--- src/sv/rbf_pkg.sv ---
// Shared types and constants for the byte ring FIFO with drop count.
package rbf_pkg;

  localparam int unsigned STORE_DEPTH_DEFAULT = 64;
  localparam logic [6:0]  RING_SIZE_RESET     = 7'd64;
  localparam logic [15:0] DROP_MAX            = 16'hFFFF;
  localparam logic [5:0]  COUNT_MAX           = 6'd63;

  typedef enum logic [1:0] {
    OP_PUT   = 2'd0,
    OP_GET   = 2'd1,
    OP_FRAME = 2'd2,
    OP_CLEAR = 2'd3
  } op_t;

  // Result of one transaction, held between the control stage and the output register.
  typedef struct packed {
    logic        valid;
    logic        ok;
    logic        get_ok;
    logic        is_empty;
    logic [5:0]  fill_count;
    logic [5:0]  free_space;
    logic [15:0] drop_count;
  } pend_t;

endpackage

--- src/sv/rbf_item_if.sv ---
// Input channel: one operation per transaction.
interface rbf_item_if;
  logic       valid;
  logic       ready;
  logic [1:0] op;
  logic [7:0] data_byte;
  logic [7:0] frame_length;

  modport source (output valid, output op, output data_byte, output frame_length,
                  input ready);
  modport sink (input valid, input op, input data_byte, input frame_length,
                output ready);
endinterface

--- src/sv/rbf_result_if.sv ---
// Output channel: one status result per transaction.
interface rbf_result_if;
  logic        valid;
  logic        ready;
  logic        ok;
  logic [7:0]  read_byte;
  logic        is_empty;
  logic [5:0]  fill_count;
  logic [5:0]  free_space;
  logic [15:0] drop_count;

  modport source (output valid, output ok, output read_byte, output is_empty,
                  output fill_count, output free_space, output drop_count, input ready);
  modport sink (input valid, input ok, input read_byte, input is_empty,
                input fill_count, input free_space, input drop_count, output ready);
endinterface

--- src/sv/rbf_store.sv ---
// Byte storage of the ring: one write port and one registered read port.
module rbf_store
  import rbf_pkg::*;
#(
  parameter int unsigned STORE_DEPTH = STORE_DEPTH_DEFAULT,
  localparam int unsigned PW = $clog2(STORE_DEPTH)
) (
  input  logic          clk,
  input  logic          wr_en,
  input  logic [PW-1:0] wr_addr,
  input  logic [7:0]    wr_data,
  input  logic          rd_en,
  input  logic [PW-1:0] rd_addr,
  output logic [7:0]    rd_data
);

  logic [7:0] mem [STORE_DEPTH];

  always_ff @(posedge clk) begin
    if (wr_en) begin
      mem[wr_addr] <= wr_data;
    end
  end

  always_ff @(posedge clk) begin
    if (rd_en) begin
      rd_data <= mem[rd_addr];
    end
  end

endmodule

--- src/sv/rbf_ctrl.sv ---
// Pointer, drop counter and size control; issues store accesses and holds one pending result.
module rbf_ctrl
  import rbf_pkg::*;
#(
  parameter int unsigned STORE_DEPTH = STORE_DEPTH_DEFAULT,
  localparam int unsigned PW = $clog2(STORE_DEPTH)
) (
  input  logic          clk,
  input  logic          rst,
  input  logic          cfg_wr_en,
  input  logic [6:0]    cfg_wr_data,
  input  logic          accept,
  input  logic [1:0]    op,
  input  logic [7:0]    frame_length,
  input  logic          pend_take,
  output pend_t         pend,
  output logic          wr_en,
  output logic [PW-1:0] wr_addr,
  output logic          rd_en,
  output logic [PW-1:0] rd_addr
);

  localparam int unsigned SW = $clog2(STORE_DEPTH + 1);
  localparam int unsigned CW = (SW > 8) ? SW : 8;

  logic [6:0]    ring_size;
  logic [PW-1:0] write_pointer, write_pointer_next;
  logic [PW-1:0] read_pointer, read_pointer_next;
  logic [15:0]   drops, drops_next;
  pend_t         pend_next;

  logic [CW-1:0] size_ext;
  logic [SW-1:0] size;
  logic [SW-1:0] wp_inc, rp_inc;
  logic [PW-1:0] wp_adv, rp_adv;
  logic [SW-1:0] held_now, room, held_after;
  logic [CW-1:0] held_ext, free_ext;
  logic          full, empty, fits;

  // A size of zero acts as one; anything above the store depth acts as the depth.
  always_comb begin
    size_ext = CW'(ring_size);
    if (size_ext == '0) begin
      size = SW'(1);
    end else if (size_ext > CW'(STORE_DEPTH)) begin
      size = SW'(STORE_DEPTH);
    end else begin
      size = size_ext[SW-1:0];
    end
  end

  assign wp_inc = SW'(write_pointer) + SW'(1);
  assign rp_inc = SW'(read_pointer) + SW'(1);
  assign wp_adv = (wp_inc == size) ? '0 : wp_inc[PW-1:0];
  assign rp_adv = (rp_inc == size) ? '0 : rp_inc[PW-1:0];
  assign full   = (wp_adv == read_pointer);
  assign empty  = (write_pointer == read_pointer);

  assign held_now = (write_pointer >= read_pointer)
                  ? SW'(write_pointer) - SW'(read_pointer)
                  : size - (SW'(read_pointer) - SW'(write_pointer));
  assign room = size - SW'(1) - held_now;
  assign fits = (CW'(room) >= CW'(frame_length));

  assign wr_en   = accept && (op_t'(op) == OP_PUT) && !full;
  assign wr_addr = write_pointer;
  assign rd_en   = accept && (op_t'(op) == OP_GET) && !empty;
  assign rd_addr = read_pointer;

  always_comb begin
    write_pointer_next = write_pointer;
    read_pointer_next  = read_pointer;
    drops_next         = drops;
    pend_next          = pend;
    if (pend_take) begin
      pend_next.valid = 1'b0;
    end
    if (accept) begin
      pend_next.valid  = 1'b1;
      pend_next.ok     = 1'b0;
      pend_next.get_ok = 1'b0;
      unique case (op_t'(op))
        OP_PUT: begin
          if (!full) begin
            write_pointer_next = wp_adv;
            pend_next.ok       = 1'b1;
          end
        end
        OP_GET: begin
          if (!empty) begin
            read_pointer_next = rp_adv;
            pend_next.ok      = 1'b1;
            pend_next.get_ok  = 1'b1;
          end
        end
        OP_FRAME: begin
          if (fits) begin
            pend_next.ok = 1'b1;
          end else if (drops != DROP_MAX) begin
            drops_next = drops + 16'd1;
          end
        end
        OP_CLEAR: begin
          write_pointer_next = '0;
          read_pointer_next  = '0;
          drops_next         = '0;
        end
        default: begin
        end
      endcase
    end
    held_after = (write_pointer_next >= read_pointer_next)
               ? SW'(write_pointer_next) - SW'(read_pointer_next)
               : size - (SW'(read_pointer_next) - SW'(write_pointer_next));
    held_ext = CW'(held_after);
    free_ext = CW'(size - SW'(1) - held_after);
    if (accept) begin
      pend_next.is_empty   = (write_pointer_next == read_pointer_next);
      pend_next.fill_count = (held_ext > CW'(COUNT_MAX)) ? COUNT_MAX : held_ext[5:0];
      pend_next.free_space = (free_ext > CW'(COUNT_MAX)) ? COUNT_MAX : free_ext[5:0];
      pend_next.drop_count = drops_next;
    end
  end

  always_ff @(posedge clk) begin
    pend.ok         <= pend_next.ok;
    pend.get_ok     <= pend_next.get_ok;
    pend.is_empty   <= pend_next.is_empty;
    pend.fill_count <= pend_next.fill_count;
    pend.free_space <= pend_next.free_space;
    pend.drop_count <= pend_next.drop_count;
    if (rst) begin
      ring_size     <= RING_SIZE_RESET;
      write_pointer <= '0;
      read_pointer  <= '0;
      drops         <= '0;
      pend.valid    <= 1'b0;
    end else if (cfg_wr_en) begin
      // A size change restarts the ring so the pointers stay inside it.
      ring_size     <= cfg_wr_data;
      write_pointer <= '0;
      read_pointer  <= '0;
      drops         <= '0;
      pend.valid    <= pend_next.valid;
    end else begin
      write_pointer <= write_pointer_next;
      read_pointer  <= read_pointer_next;
      drops         <= drops_next;
      pend.valid    <= pend_next.valid;
    end
  end

endmodule

--- src/sv/byte_ring_fifo_with_drop_count.sv ---
// Each accepted transaction's result is registered in the pending stage, then in the output register.
// Throughput: one transaction per cycle while results are taken; the byte store's
// registered read port is why a result passes through the pending stage before output.
// Reset (rst, synchronous): pointers and drop count go to zero, ring_size to 64,
// and both result stages empty. Byte store contents are not cleared.
module byte_ring_fifo_with_drop_count
  import rbf_pkg::*;
#(
  parameter int unsigned STORE_DEPTH = STORE_DEPTH_DEFAULT
) (
  input  logic         clk,
  input  logic         rst,
  input  logic         cfg_wr_en,
  input  logic [6:0]   cfg_wr_data,
  rbf_item_if.sink     items,
  rbf_result_if.source results
);

  localparam int unsigned PW = $clog2(STORE_DEPTH);

  pend_t         pend;
  logic          accept, move;
  logic          wr_en, rd_en;
  logic [PW-1:0] wr_addr, rd_addr;
  logic [7:0]    rd_data;

  // The pending result moves on whenever the output register is free or being emptied.
  assign move         = pend.valid && (!results.valid || results.ready);
  assign items.ready  = !pend.valid || move;
  assign accept       = items.valid && items.ready;

  rbf_ctrl #(.STORE_DEPTH(STORE_DEPTH)) u_ctrl (
    .clk          (clk),
    .rst          (rst),
    .cfg_wr_en    (cfg_wr_en),
    .cfg_wr_data  (cfg_wr_data),
    .accept       (accept),
    .op           (items.op),
    .frame_length (items.frame_length),
    .pend_take    (move),
    .pend         (pend),
    .wr_en        (wr_en),
    .wr_addr      (wr_addr),
    .rd_en        (rd_en),
    .rd_addr      (rd_addr)
  );

  rbf_store #(.STORE_DEPTH(STORE_DEPTH)) u_store (
    .clk     (clk),
    .wr_en   (wr_en),
    .wr_addr (wr_addr),
    .wr_data (items.data_byte),
    .rd_en   (rd_en),
    .rd_addr (rd_addr),
    .rd_data (rd_data)
  );

  always_ff @(posedge clk) begin
    if (rst) begin
      results.valid <= 1'b0;
    end else if (move) begin
      results.valid <= 1'b1;
    end else if (results.ready) begin
      results.valid <= 1'b0;
    end
  end

  always_ff @(posedge clk) begin
    if (move) begin
      results.ok         <= pend.ok;
      results.read_byte  <= pend.get_ok ? rd_data : 8'd0;
      results.is_empty   <= pend.is_empty;
      results.fill_count <= pend.fill_count;
      results.free_space <= pend.free_space;
      results.drop_count <= pend.drop_count;
    end
  end

endmodule
--- src/flat_wrapper.sv ---
// flat-port wrapper written by rule: the top's interface ports become plain ports
module byte_ring_fifo_with_drop_count_flat import rbf_pkg::*;
#(
  parameter int unsigned STORE_DEPTH = STORE_DEPTH_DEFAULT
)
  (clk, rst, cfg_wr_en, cfg_wr_data, items_valid, items_op, items_data_byte, items_frame_length, items_ready, results_valid, results_ok, results_read_byte, results_is_empty, results_fill_count, results_free_space, results_drop_count, results_ready);
  rbf_item_if items_i ();
  rbf_result_if results_i ();
  input  logic clk;
  input  logic rst;
  input  logic cfg_wr_en;
  input  logic [6:0] cfg_wr_data;
  input wire logic [$bits(items_i.valid)-1:0] items_valid;
  input wire logic [$bits(items_i.op)-1:0] items_op;
  input wire logic [$bits(items_i.data_byte)-1:0] items_data_byte;
  input wire logic [$bits(items_i.frame_length)-1:0] items_frame_length;
  output wire logic [$bits(items_i.ready)-1:0] items_ready;
  output wire logic [$bits(results_i.valid)-1:0] results_valid;
  output wire logic [$bits(results_i.ok)-1:0] results_ok;
  output wire logic [$bits(results_i.read_byte)-1:0] results_read_byte;
  output wire logic [$bits(results_i.is_empty)-1:0] results_is_empty;
  output wire logic [$bits(results_i.fill_count)-1:0] results_fill_count;
  output wire logic [$bits(results_i.free_space)-1:0] results_free_space;
  output wire logic [$bits(results_i.drop_count)-1:0] results_drop_count;
  input wire logic [$bits(results_i.ready)-1:0] results_ready;
  assign items_i.valid = items_valid;
  assign items_i.op = items_op;
  assign items_i.data_byte = items_data_byte;
  assign items_i.frame_length = items_frame_length;
  assign items_ready = items_i.ready;
  assign results_valid = results_i.valid;
  assign results_ok = results_i.ok;
  assign results_read_byte = results_i.read_byte;
  assign results_is_empty = results_i.is_empty;
  assign results_fill_count = results_i.fill_count;
  assign results_free_space = results_i.free_space;
  assign results_drop_count = results_i.drop_count;
  assign results_i.ready = results_ready;
  byte_ring_fifo_with_drop_count #(.STORE_DEPTH(STORE_DEPTH)) u_core (.clk(clk), .rst(rst), .cfg_wr_en(cfg_wr_en), .cfg_wr_data(cfg_wr_data), .items(items_i), .results(results_i));
endmodule
--- config.mk ---
export PLATFORM = sky130hd
export DESIGN_NAME = byte_ring_fifo_with_drop_count_flat
export DESIGN_NICKNAME = d
export VERILOG_FILES = /design/src/sv/rbf_pkg.sv /design/src/sv/rbf_item_if.sv /design/src/sv/rbf_result_if.sv /design/src/sv/rbf_store.sv /design/src/sv/rbf_ctrl.sv /design/src/sv/byte_ring_fifo_with_drop_count.sv /design/src/flat_wrapper.sv
export SDC_FILE = /design/constraint.sdc
export NUM_CORES = 1
export LEC_CHECK = 0
export CAP_MARGIN = 20
export CORE_MARGIN = 3
export CORE_UTILIZATION = 30
export CTS_CLUSTER_SIZE = 25
export DETAILED_ROUTE_END_ITERATION = 16
export DONT_BUFFER_PORTS = 1
export HOLD_SLACK_MARGIN = 0.15
export PLACE_DENSITY = 0.46
export SLEW_MARGIN = 20
export SYNTH_ARGS = -nofsm -noshare
export SYNTH_HDL_FRONTEND = slang
export SYNTH_SLANG_ARGS = --single-unit
--- constraint.sdc ---
create_clock -name clk -period 17.1 [get_ports clk]
set_input_delay 0.855 -clock clk [delete_from_list [all_inputs] [get_ports clk]]
set_output_delay 0.855 -clock clk [all_outputs]
set_load 0.02 [all_outputs]
After elaboration in Yosys (flattened, before gate mapping)
Memories as Yosys holds them, arrays and structs flattened. A register that Yosys moved wholly into a read port is not among the register bits. Index checks and enable logic that the tools add are counted.

Word-level logic and storage cells: 91. Bits in registers: 106. Output and inout port bits: 40. RAM bits: 512. Memories: 1.

Eq/ne operators: 9. Add/subtract/negate cells: 13. Magnitude comparators: 6. Multiplexer cells: 27. Reductions and logical operators: 17.

Memory list: u_core.u_store.mem (words 64, width 8, rd ports 1, clocked after Yosys merged registers in 1, wr ports 1, line rbf_store.sv:17) `logic [7:0] mem [STORE_DEPTH];`.

Operators by type and width (number): $mux 16 (3); $mux 6 (6); $pmux 16 s2 (1); $mux 7 (4); $sub 6x6->7 (4); $pmux 6 s2 (2); $sub 7x7->7 (3); $eq 6x6->1 (3); $add 16x1->16 const B (1); $ne 16x16->1 const B (1); $add 6x1->7 const B (2); $eq 7x7->1 (2); $ge 6x6->1 (2); $ge 7x8->1 (1); $gt 8x6->1 const B (1); $mux 1 (8); $sub 7x1->8 const B (1); $sub 8x7->8 (1); $gt 7x6->1 const B (1); $gt 7x7->1 const B (1); $logic_not 7->1 (1); $sub 7x1->7 const B (1); $logic_and 1x1->1 (6); $eq 2x2->1 const B (2); 9 further kinds (14).

Depth between registers and ports, before layout
Gate-level depths: netlist of run 1.

Word-level depth: 14. Mapped depth: 35. Mapped depth without buffers: 32.

Modules after synthesis
A second synthesis of run 1 with hierarchy kept.

Cells, all modules: 1630. Area, all modules: 27138.5 um^2.

Modules (own cells, without submodules): rbf_store (area an instance 20246.9 um^2, cells an instance 940, instances 1); rbf_ctrl (area an instance 5639.2 um^2, cells an instance 638, instances 1); byte_ring_fifo_with_drop_count (area an instance 1252.5 um^2, cells an instance 52, instances 1).

Worst setup path after synthesis of run 1
Ideal clock, no wire load.

Path kind: register to register. Start point: reg u_core.u_ctrl.write_pointer[1], in the netlist u_core.u_ctrl.wr_addr[1]. End point: reg u_core.u_ctrl.pend[18] (netlist name). Data arrival time: 6.079 ns. Cell stages (with the launch flop): 33. Path slack: 10.738 ns. Buffers on the path: 3. Cells stage by stage: dfxtp_1 > ha_1 > and3_4 > xnor2_2 > nand3_1 > o22a_1 > or2_1 > buf_6 > a21oi_2 > o211ai_4 > o21a_1 > buf_2 > o22ai_1 > ha_1 > nor2b_1 > o21ai_0 > a21boi_0 > o21ai_0 > nand2b_1 > a211o_1 > clkbuf_1 > o21ai_0 > ha_1 > inv_1 > fa_1 > nor2b_1 > o21ai_0 > nand2_1 > and2_1 > o21ai_0 > mux2i_1 > o21ai_0 > o21ai_0.

Longest elaborated chain between the ends: 12. Elaborated cells between the ends (all ways): 18.

RTL lines: from (decl) (line rbf_ctrl.sv:27) `logic [PW-1:0] write_pointer, write_pointer_next;`; from (signal assigned) (line rbf_ctrl.sv:146) `write_pointer <= write_pointer_next;`; $add 6x1->7 (line rbf_ctrl.sv:52) `assign wp_inc = SW'(write_pointer) + SW'(1);`; $eq 7x7->1 (line rbf_ctrl.sv:54) `assign wp_adv = (wp_inc == size) ? '0 : wp_inc[PW-1:0];`; $mux 6 (line rbf_ctrl.sv:54); $eq 6x6->1 (line rbf_ctrl.sv:56) `assign full = (wp_adv == read_pointer);`; $mux 6 (line rbf_ctrl.sv:84) `if (!full) begin`; $pmux 6 s2 (line rbf_ctrl.sv:82) `unique case (op_t'(op))`; $mux 6 * (line rbf_ctrl.sv:78) `if (accept) begin`; named net u_core.u_ctrl.write_pointer_next[1] (line rbf_ctrl.sv:27); $sub 6x6->7 (line rbf_ctrl.sv:114) `: size - (SW'(read_pointer_next) - SW'(write_pointer_next));`; $sub 7x7->7 (line rbf_ctrl.sv:114); $mux 7 * (line rbf_ctrl.sv:113) `? SW'(write_pointer_next) - SW'(read_pointer_next)`; $sub 8x7->8 * (line rbf_ctrl.sv:116) `free_ext = CW'(size - SW'(1) - held_after);`; $gt 8x6->1 (line rbf_ctrl.sv:120) `pend_next.free_space = (free_ext > CW'(COUNT_MAX)) ? COUNT_MAX : free_ext[5:0];`.

The timed path passes the listed nets; every way through them passes the cells marked *. A chain may end at the register's enable or synchronous reset.

Worst setup path in the final report of run 1
Start point: reg u_core.u_ctrl.write_pointer[0], in the netlist u_core.u_ctrl.wr_addr[0]. End point: reg u_core.u_ctrl.pend[18] (netlist name).

Longest elaborated chain between the ends: 12. Elaborated cells between the ends (all ways): 18.

RTL lines (line): $add 6x1->7 * (rbf_ctrl.sv:52); $eq 7x7->1 (rbf_ctrl.sv:54); $mux 6 * (rbf_ctrl.sv:54); $eq 6x6->1 (rbf_ctrl.sv:56); $mux 6 * (rbf_ctrl.sv:84); $pmux 6 s2 * (rbf_ctrl.sv:82); $mux 6 * (rbf_ctrl.sv:78); named net u_core.u_ctrl.write_pointer_next[1] (rbf_ctrl.sv:27); $sub 6x6->7 (rbf_ctrl.sv:114); $sub 7x7->7 (rbf_ctrl.sv:114); $mux 7 * (rbf_ctrl.sv:113); $sub 8x7->8 * (rbf_ctrl.sv:116); $gt 8x6->1 (rbf_ctrl.sv:120).

Marked as above.

==> results.json, run 1 <==
{
  "critical_path.startpoint_type": "flip-flop",
  "power.switching_mw": 0.670,
  "post_cts_hold_buffer_count": 0,
  "synthFlopType": "sky130_fd_sc_hd__edfxtp_1",
  "timing.critical_path.fanout_max": 13,
  "clock_buffer_count_from_cts": 71,
  "half_perimeter_wire_length_after_detailed_placement_um": 43300,
  "r2r_start": "u_core.u_ctrl.wr_addr[0]",
  "fin_nets": 1644,
  "num_vias": 13850,
  "vdd_drop_max_mv": 0.0730,
  "drcViolationCount": 0,
  "cap_viol_max_count": 0,
  "max_slew.worst_pin.slew_ns": 1.03,
  "synth-edff-count": 589,
  "post_cts.repair.setup_buffers": 0,
  "totalWireLength_um": 68500,
  "dieArea_sq_um": 93800,
  "crit_required_ns": 17.43,
  "worst-r2r-setup-slack_ns": 9.36,
  "start_point_of_the_worst_hold_path": "rst",
  "tritoncts": "built",
  "sw_frac_of_total_pct": 21.0,
  "antenna_found_initial": 3,
  "wl_per_cell_um": 24.8,
  "initial_core_util_pct": 30.4,
  "timing.rr.end": "u_core.u_ctrl.pend[18]",
  "overflow": 0,
  "worstHoldPathType": "primary input to flip-flop",
  "min_period_ns": 7.74,
  "grt_start_max_net_pins": 136,
  "die_h_um": 306,
  "comb_power_share_pct": 2.3,
  "whs_endpoint": "u_core.results.valid",
  "crit_path_end_kind": "flip-flop",
  "timing.hold.worst_path_depth": 1,
  "portBuffers": 0,
  "asyncSetResetFlopFracSynth_pct": 0,
  "area_delta_synth_final_pct": 12.7,
  "place_congestion": 0.845,
  "sequential_fraction_of_the_synthesis_area_pct": 68.1,
  "status": "finished, final reports clean",
  "preCtsSetupSlack_ns": 9.42,
  "finalMaxSlewViolations": 0,
  "post_synth_inst_count": 1522,
  "path_common_cell": "sky130_fd_sc_hd__o21ai_0",
  "fin_ws_ns": 9.36,
  "intPower_mw": 2.52,
  "layout.cells.most_common_list": "589 x sky130_fd_sc_hd__edfxtp_1, 168 x sky130_fd_sc_hd__mux4_2, 120 x sky130_fd_sc_hd__nor2_1, 72 x sky130_fd_sc_hd__inv_1, 72 x sky130_fd_sc_hd__clkbuf_16",
  "final_cycle_utilization_of_the_critical_path_pct": 45.3,
  "synth-seq-cells": 626,
  "share_clk_of_total_power_pct": 44.5,
  "yosysWarnings": 0,
  "dr.first_iter.drc_count": 1132,
  "cts.path.max_buffers": 3,
  "synth.lib_cells_used.distinct": 77,
  "setup_tns_ns": 0,
  "ctsResizeCount": 0,
  "seqPwrFrac_pct": 53.1,
  "setup_violations": 0,
  "cts_num_sinks": 626,
  "antenna_left": 0,
  "timing.clock.skew_ns": 0.0210,
  "final_layout_size_suffix_gt1_share_pct": 19.4,
  "final_hold_vio_count": 0,
  "fp.coreArea_sq_um": 88900,
  "cts_htree_levels": 3,
  "top_level_ports": 70,
  "cts_root_buf": "sky130_fd_sc_hd__clkbuf_16",
  "std_cell_rows": 109,
  "drt_first_pass_iters": 5,
  "timing.fmax_mhz": 129,
  "fin_worst_hold_slack_ns": 0.305,
  "total_power_mw": 3.19,
  "slew_headroom_pct": 31.4,
  "timing.critical_path.slowest_stage_cell": "sky130_fd_sc_hd__o211ai_4",
  "syn-mean-instance-area_sq_um": 17.8,
  "cp_slowest_stage_delay_ns": 0.66,
  "worst_ep_arrival_time_ns": 8.07,
  "syn-num-nets": 1623,
  "cts.clk_slew.worst_paths_ns": 0.06,
  "powerDensity_nw_per_um2": 105,
  "leakage_nw": 9.57,
  "grt_setup_unrepaired": "false",
  "die-width_um": 306,
  "crit_type": "flip-flop to flip-flop",
  "layout.cells.most_common": "sky130_fd_sc_hd__edfxtp_1",
  "grt_util_all_layers_pct": 14.6,
  "mappedNetlistArea_sq_um": 27000,
  "clk-insertion-delay-late_ns": 0.62,
  "worst_setup_path_startpoint": "u_core.u_ctrl.wr_addr[0]",
  "grt_pass1_wl_um": 101000,
  "worst-r2r-cell-count": 29,
  "routed_via_density": 5.02,
  "vias_in_the_first_global_route": 14293
}
## worst max-delay path: cells and delay by family, from the launching register on
kind,cells,cell delay [ns]
flops,1,0.61
simple gates,8,1.27
fa+ha+maj,4,1.42
mux,1,0.14
compound gates,14,3.71
xor+xnor,1,0.21
buf+inv,1,0.06
## cells by family (layout without fill, tap and decap cells)
group,Yosys count,in the layout,synth area share [%]
AOI/OAI and AO/OA,161,161,4.12
adders and majority gates,71,71,3.73
muxes,186,186,14.7
buffers and inverters,141,213,2.16
DFF,626,626,68.1
xor gates and xnor gates,42,42,1.62
and+or+nand+nor,295,295,5.59
other,0,2,0
## cells in the mapped netlist, drive strengths merged (6+ instances only)
library cell,number,area (sq um)
ha,55,688
edfxtp,589,17700
o211ai,10,88.8
o21bai,11,82.6
mux4,168,3780
and2,13,81.3
a21oi,37,189
a211oi,6,45.0
xnor2,33,304
nand2,66,248
buf,29,160
a31oi,7,43.8
fa,16,320
a21o,9,67.6
o21ai,32,164
dfxtp,37,741
nand3,24,130
nor3,13,76.3
nand2b,6,37.5
inv,77,292
clkbuf,33,124
and3,6,42.5
nor2,120,450
nand4,16,235
nor2b,8,50.1
mux2i,16,160
nor4,6,37.5
## metrics by stage
| stage | cells | instance area (sq um) | utilization (%) |
|---|---|---|---|
| 6_report | 2761 | 30500 | 34.3 |
| 5_1_grt | 2759 | 30500 | 34.3 |
| 4_1_cts | 2759 | 30500 | 34.3 |
| 3_5_place_dp | 2635 | 28300 | 31.9 |
| 3_3_place_gp | 2634 | 28300 | 31.8 |
| 2_1_floorplan | 1522 | 27000 | - |
## worst max-delay path by stage
stage | slack, ns | to | cells after the start
floorplan | 10.74 | u_core.u_ctrl.pend[18] | 32
global placement | 9.64 | u_core.u_ctrl.pend[18] | 29
detailed placement | 9.42 | u_core.u_ctrl.pend[18] | 30
CTS | 9.41 | u_core.u_ctrl.pend[18] | 30
global route | 8.53 | u_core.u_ctrl.pend[18] | 29
finish | 9.36 | u_core.u_ctrl.pend[18] | 29
## registers in the layout, summed over array words and instances, names as in the netlist
register                   count
u_core.u_store.mem           512
u_core.u_ctrl.pend            32
u_core.results.drop_count     16
u_core.u_ctrl.drops           16
u_core.results.read_byte       8
u_core.u_store.rd_data         8
u_core.u_ctrl.ring_size        7
u_core.results.fill_count      6
u_core.results.free_space      6
u_core.u_ctrl.rd_addr          6
u_core.u_ctrl.wr_addr          6
u_core.results.is_empty        1
u_core.results.ok              1
u_core.results.valid           1
## power groups by stage
| stage | combinational (mW) | sequential [mW] | clock, mW |
|---|---|---|---|
| after detailed placement | 0.0744 | 1.73 | 0 |
| after floorplan | 0.0566 | 1.73 | 0 |
| after global placement | 0.0747 | 1.73 | 0 |
| final | 0.0744 | 1.70 | 1.42 |
| after CTS | 0.0749 | 1.70 | 1.46 |
| after global routing | 0.0833 | 1.70 | 1.53 |
## area by class of cell
class                   instances  area, sq um
well taps                    1165         1460
inverters                      79          299
multi-input cells             755         8050
repair buffers                 10         91.3
diodes                          2         5.00
flip-flops and latches        626        18400
clock inverters                36          283
fillers                      8460        58400
clock buffers                  88         1860
## routing by layer
metal / part of all wire (%) / GRT usage [%] / up-vias
met5: 0 / 0 / -
met4: 1.7 / 3.50 / 0
met3: 6.2 / 3.41 / 78
met2: 48 / 24.0 / 381
met1: 44 / 19.8 / 7285
li1: - / - / 6106
No activity file was read; power rests on OpenSTA's default activity.
==> run 2, diff against run 1 <==
ABC_AREA = 1   (was unset)
clock period = 7.62 ns   (was 17.1 ns; I/O delays follow)
==> run 2 against run 1 <==
Effect of this change:
- first-iteration DRC count grew 46%
- die area grew 2.3%
- clock-buffer cell count shrank 1
- synthesized area grew 2.3%
- total power grew 130%
- critical path depth shrank 1
- utilization grew 0.35 points
- sequential cell count is the same
- critical endpoint is now u_core.u_ctrl.pend[19]
- largest power group unchanged
==> results.json, run 2 <==
{
  "worst-r2r-setup-slack_ns": 0.90,
  "final_layout_size_suffix_gt1_share_pct": 7.03,
  "dr.first_iter.drc_count": 1649,
  "total_power_mw": 7.30,
  "main_combinational_cell_family_by_area_after_synthesis": "simple AND/OR/NAND/NOR gates",
  "grt_start_max_net_pins": 165,
  "grt_setup_unrepaired": "false",
  "top_level_ports": 70,
  "syn-mean-instance-area_sq_um": 11.4,
  "layout.cells.most_common": "sky130_fd_sc_hd__edfxtp_1",
  "synthFlopType": "sky130_fd_sc_hd__edfxtp_1",
  "asyncSetResetFlopFracSynth_pct": 0,
  "crit_required_ns": 7.97,
  "fp.coreArea_sq_um": 90700,
  "fin_nets": 2516,
  "clock_buffer_count_from_cts": 67,
  "timing.fmax_mhz": 149,
  "timing.hold.worst_path_depth": 3,
  "grt_util_all_layers_pct": 16.5,
  "start_point_of_the_worst_hold_path": "results_ready",
  "sequential_fraction_of_the_synthesis_area_pct": 66.6,
  "leakage_nw": 10.9,
  "synth-xor-area-share_pct": 1.08,
  "path_common_cell": "sky130_fd_sc_hd__o21ai_0",
  "largest_register_ff_count": 512,
  "portBuffers": 0,
  "critical_path.startpoint_type": "flip-flop",
  "status": "finished, final reports clean",
  "antenna_left": 0,
  "largest-register": "u_core.u_store.mem",
  "yosys.area_share.adder_pct": 3.64,
  "finalNonFillerCells": 3638,
  "die-width_um": 310,
  "dieArea_sq_um": 95900,
  "wl_per_cell_um": 21.9,
  "cap_viol_max_count": 0,
  "drt_first_pass_iters": 5,
  "drcViolationCount": 0,
  "globalRouteMet3Util_pct": 2.53,
  "use_met1_pct": 23.0,
  "powerDensity_nw_per_um2": 232,
  "worst_ep_arrival_time_ns": 7.07,
  "vias_in_the_first_global_route": 18126,
  "r2r_start": "u_core.u_ctrl.ring_size[6]",
  "numPlacedInstances": 3494,
  "overflow": 0,
  "cp_slowest_stage_delay_ns": 0.85,
  "biggestRegsByFlops": "u_core.u_store.mem: 512 flops, u_core.u_ctrl.pend: 32 flops",
  "worst_setup_path_startpoint": "u_core.u_ctrl.ring_size[6]",
  "post_synth_inst_count": 2425,
  "share_of_the_synthesized_area_in_the_top_cell_type_pct": 63.9,
  "worstHoldPathType": "primary input to flip-flop",
  "synth_mux_area_share_pct": 0.0723,
  "mappedNetlistArea_sq_um": 27700,
  "worst-r2r-cell-count": 28,
  "max_slew.worst_pin.slew_ns": 0.996,
  "half_perimeter_wire_length_after_detailed_placement_um": 46500,
  "syn-num-nets": 2526,
  "synth-edff-count": 589,
  "crit_path_end_kind": "flip-flop",
  "num-fill-cells": 8927,
  "layout.cells.most_common_list": "589 x sky130_fd_sc_hd__edfxtp_1, 470 x sky130_fd_sc_hd__nor2_1, 357 x sky130_fd_sc_hd__o21ai_0, 203 x sky130_fd_sc_hd__nand2_1, 138 x sky130_fd_sc_hd__o22ai_1",
  "yosysMostFrequentCell": "sky130_fd_sc_hd__edfxtp_1",
  "final_hold_vio_count": 0,
  "initial_core_util_pct": 30.5,
  "netlist.top_cell.by_area": "sky130_fd_sc_hd__edfxtp_1",
  "post_cts.repair.setup_buffers": 0,
  "clk-insertion-delay-late_ns": 0.63,
  "n_antenna_cell": 0,
  "synth_compound_area_share_pct": 12.1,
  "routed_via_density": 5.14,
  "ctsResizeCount": 0,
  "cts.path.max_buffers": 3,
  "synth.lib_cells_used.distinct": 49,
  "synth_simple_gate_area_share_pct": 12.5,
  "timing.rr.end": "u_core.u_ctrl.pend[19]",
  "antenna_found_initial": 1,
  "setup_tns_ns": 0,
  "std_cell_rows": 110,
  "totalWireLength_um": 79800,
  "min_period_ns": 6.72,
  "timing.clock.skew_ns": 0.0240,
  "synthTopCellsByArea": "sky130_fd_sc_hd__edfxtp_1 64%, sky130_fd_sc_hd__o21ai_0 6.5%, sky130_fd_sc_hd__nor2_1 6.4%",
  "busiest_layer": "met2",
  "place_congestion": 0.868,
  "vdd_drop_max_mv": 0.138,
  "tritoncts": "built",
  "use_met2_pct": 26.9,
  "setup_violations": 0,
  "synth-seq-cells": 626,
  "timing.critical_path.fanout_max": 11,
  "cts_num_sinks": 626,
  "die_h_um": 310,
  "grt_pass1_wl_um": 119000,
  "num_vias": 18712,
  "cts_htree_levels": 3,
  "yosysWarnings": 0,
  "area_delta_synth_final_pct": 13.5,
  "whs_endpoint": "u_core.u_ctrl.pend[31]",
  "timing.critical_path.slowest_stage_cell": "sky130_fd_sc_hd__dfxtp_1",
  "cts.clk_slew.worst_paths_ns": 0.05,
  "cts_root_buf": "sky130_fd_sc_hd__clkbuf_16",
  "crit_type": "flip-flop to flip-flop",
  "finalMaxSlewViolations": 0,
  "slew_headroom_pct": 33.4,
  "yosys-top-cells-count": "589 x sky130_fd_sc_hd__edfxtp_1, 470 x sky130_fd_sc_hd__nor2_1, 357 x sky130_fd_sc_hd__o21ai_0",
  "final_cycle_utilization_of_the_critical_path_pct": 88.2
}
==> run 2: power breakdown <==
| group | switching, mW | internal [mW] | total (mW) |
|---|---|---|---|
| combinational | 0.200 | 0.0917 | 0.292 |
| clock | 1.35 | 1.84 | 3.19 |
| sequential | 0.0277 | 3.79 | 3.82 |
==> run 2: worst max path at each step <==
| stage | endpoint | cells past startpoint |
|---|---|---|
| floorplan | u_core.u_ctrl.pend[2] | 37 |
| global placement | u_core.u_ctrl.pend[20] | 32 |
| detailed placement | u_core.u_ctrl.pend[20] | 28 |
| CTS | u_core.u_ctrl.pend[19] | 28 |
| global route | u_core.u_ctrl.pend[20] | 28 |
| finish | u_core.u_ctrl.pend[19] | 28 |
==> run 2: kinds of logic after synthesis <==
group / Yosys count
and+or+nand+nor: 806
adders and majority gates: 71
buffers and inverters: 282
DFF: 626
muxes: 2
AOI/OAI and AO/OA: 604
xor gates and xnor gates: 34
==> run 2: per-stage QoR <==
step / instance area, sq um / setup WS [ns] / hold slack, ns / util [%]
floorplan: 27700 / 1.50 / 0.400 / -
detailed placement: 28900 / 0.903 / 0.408 / 31.8
global placement: 28800 / 1.06 / 0.404 / 31.8
global route: 31400 / 0.136 / 0.225 / 34.6
CTS: 31400 / 0.926 / 0.192 / 34.6
finish: 31400 / 0.899 / 0.235 / 34.6
==> run 2: worst max-delay path: cells and delay by family, from the launching register on <==
family | cells | cell delay [ns]
AOI/OAI and AO/OA | 10 | 2.12
buffers and inverters | 3 | 0.54
xor gates and xnor gates | 1 | 0.12
and+or+nand+nor | 10 | 1.48
DFF | 1 | 0.85
adders and majority gates | 4 | 1.31
==> run 2: cell type report <==
class	instances	area (sq um)	share of cell area [%]
clock buffers	87	1840	5.85
clock inverters	29	269	0.857
inverters	150	574	1.83
multi-input cells	1517	8150	26.0
flip-flops and latches	626	18400	58.7
well taps	1176	1470	4.69
repair buffers	53	666	2.12
==> run 2: layer usage <==
layer / up-vias / share of wire [%] / wire [um]
li1: 8650 / - / -
met1: 9402 / 46 / 36400
met2: 550 / 47 / 37800
met3: 110 / 5.0 / 4020
met4: 0 / 2.1 / 1640
met5: - / 0 / 0
==> run 2: timing repair <==
action,CTS,global route
endpoints found under the setup margin,0,0
hold buffers,28,0
endpoints found under the hold margin,522,0
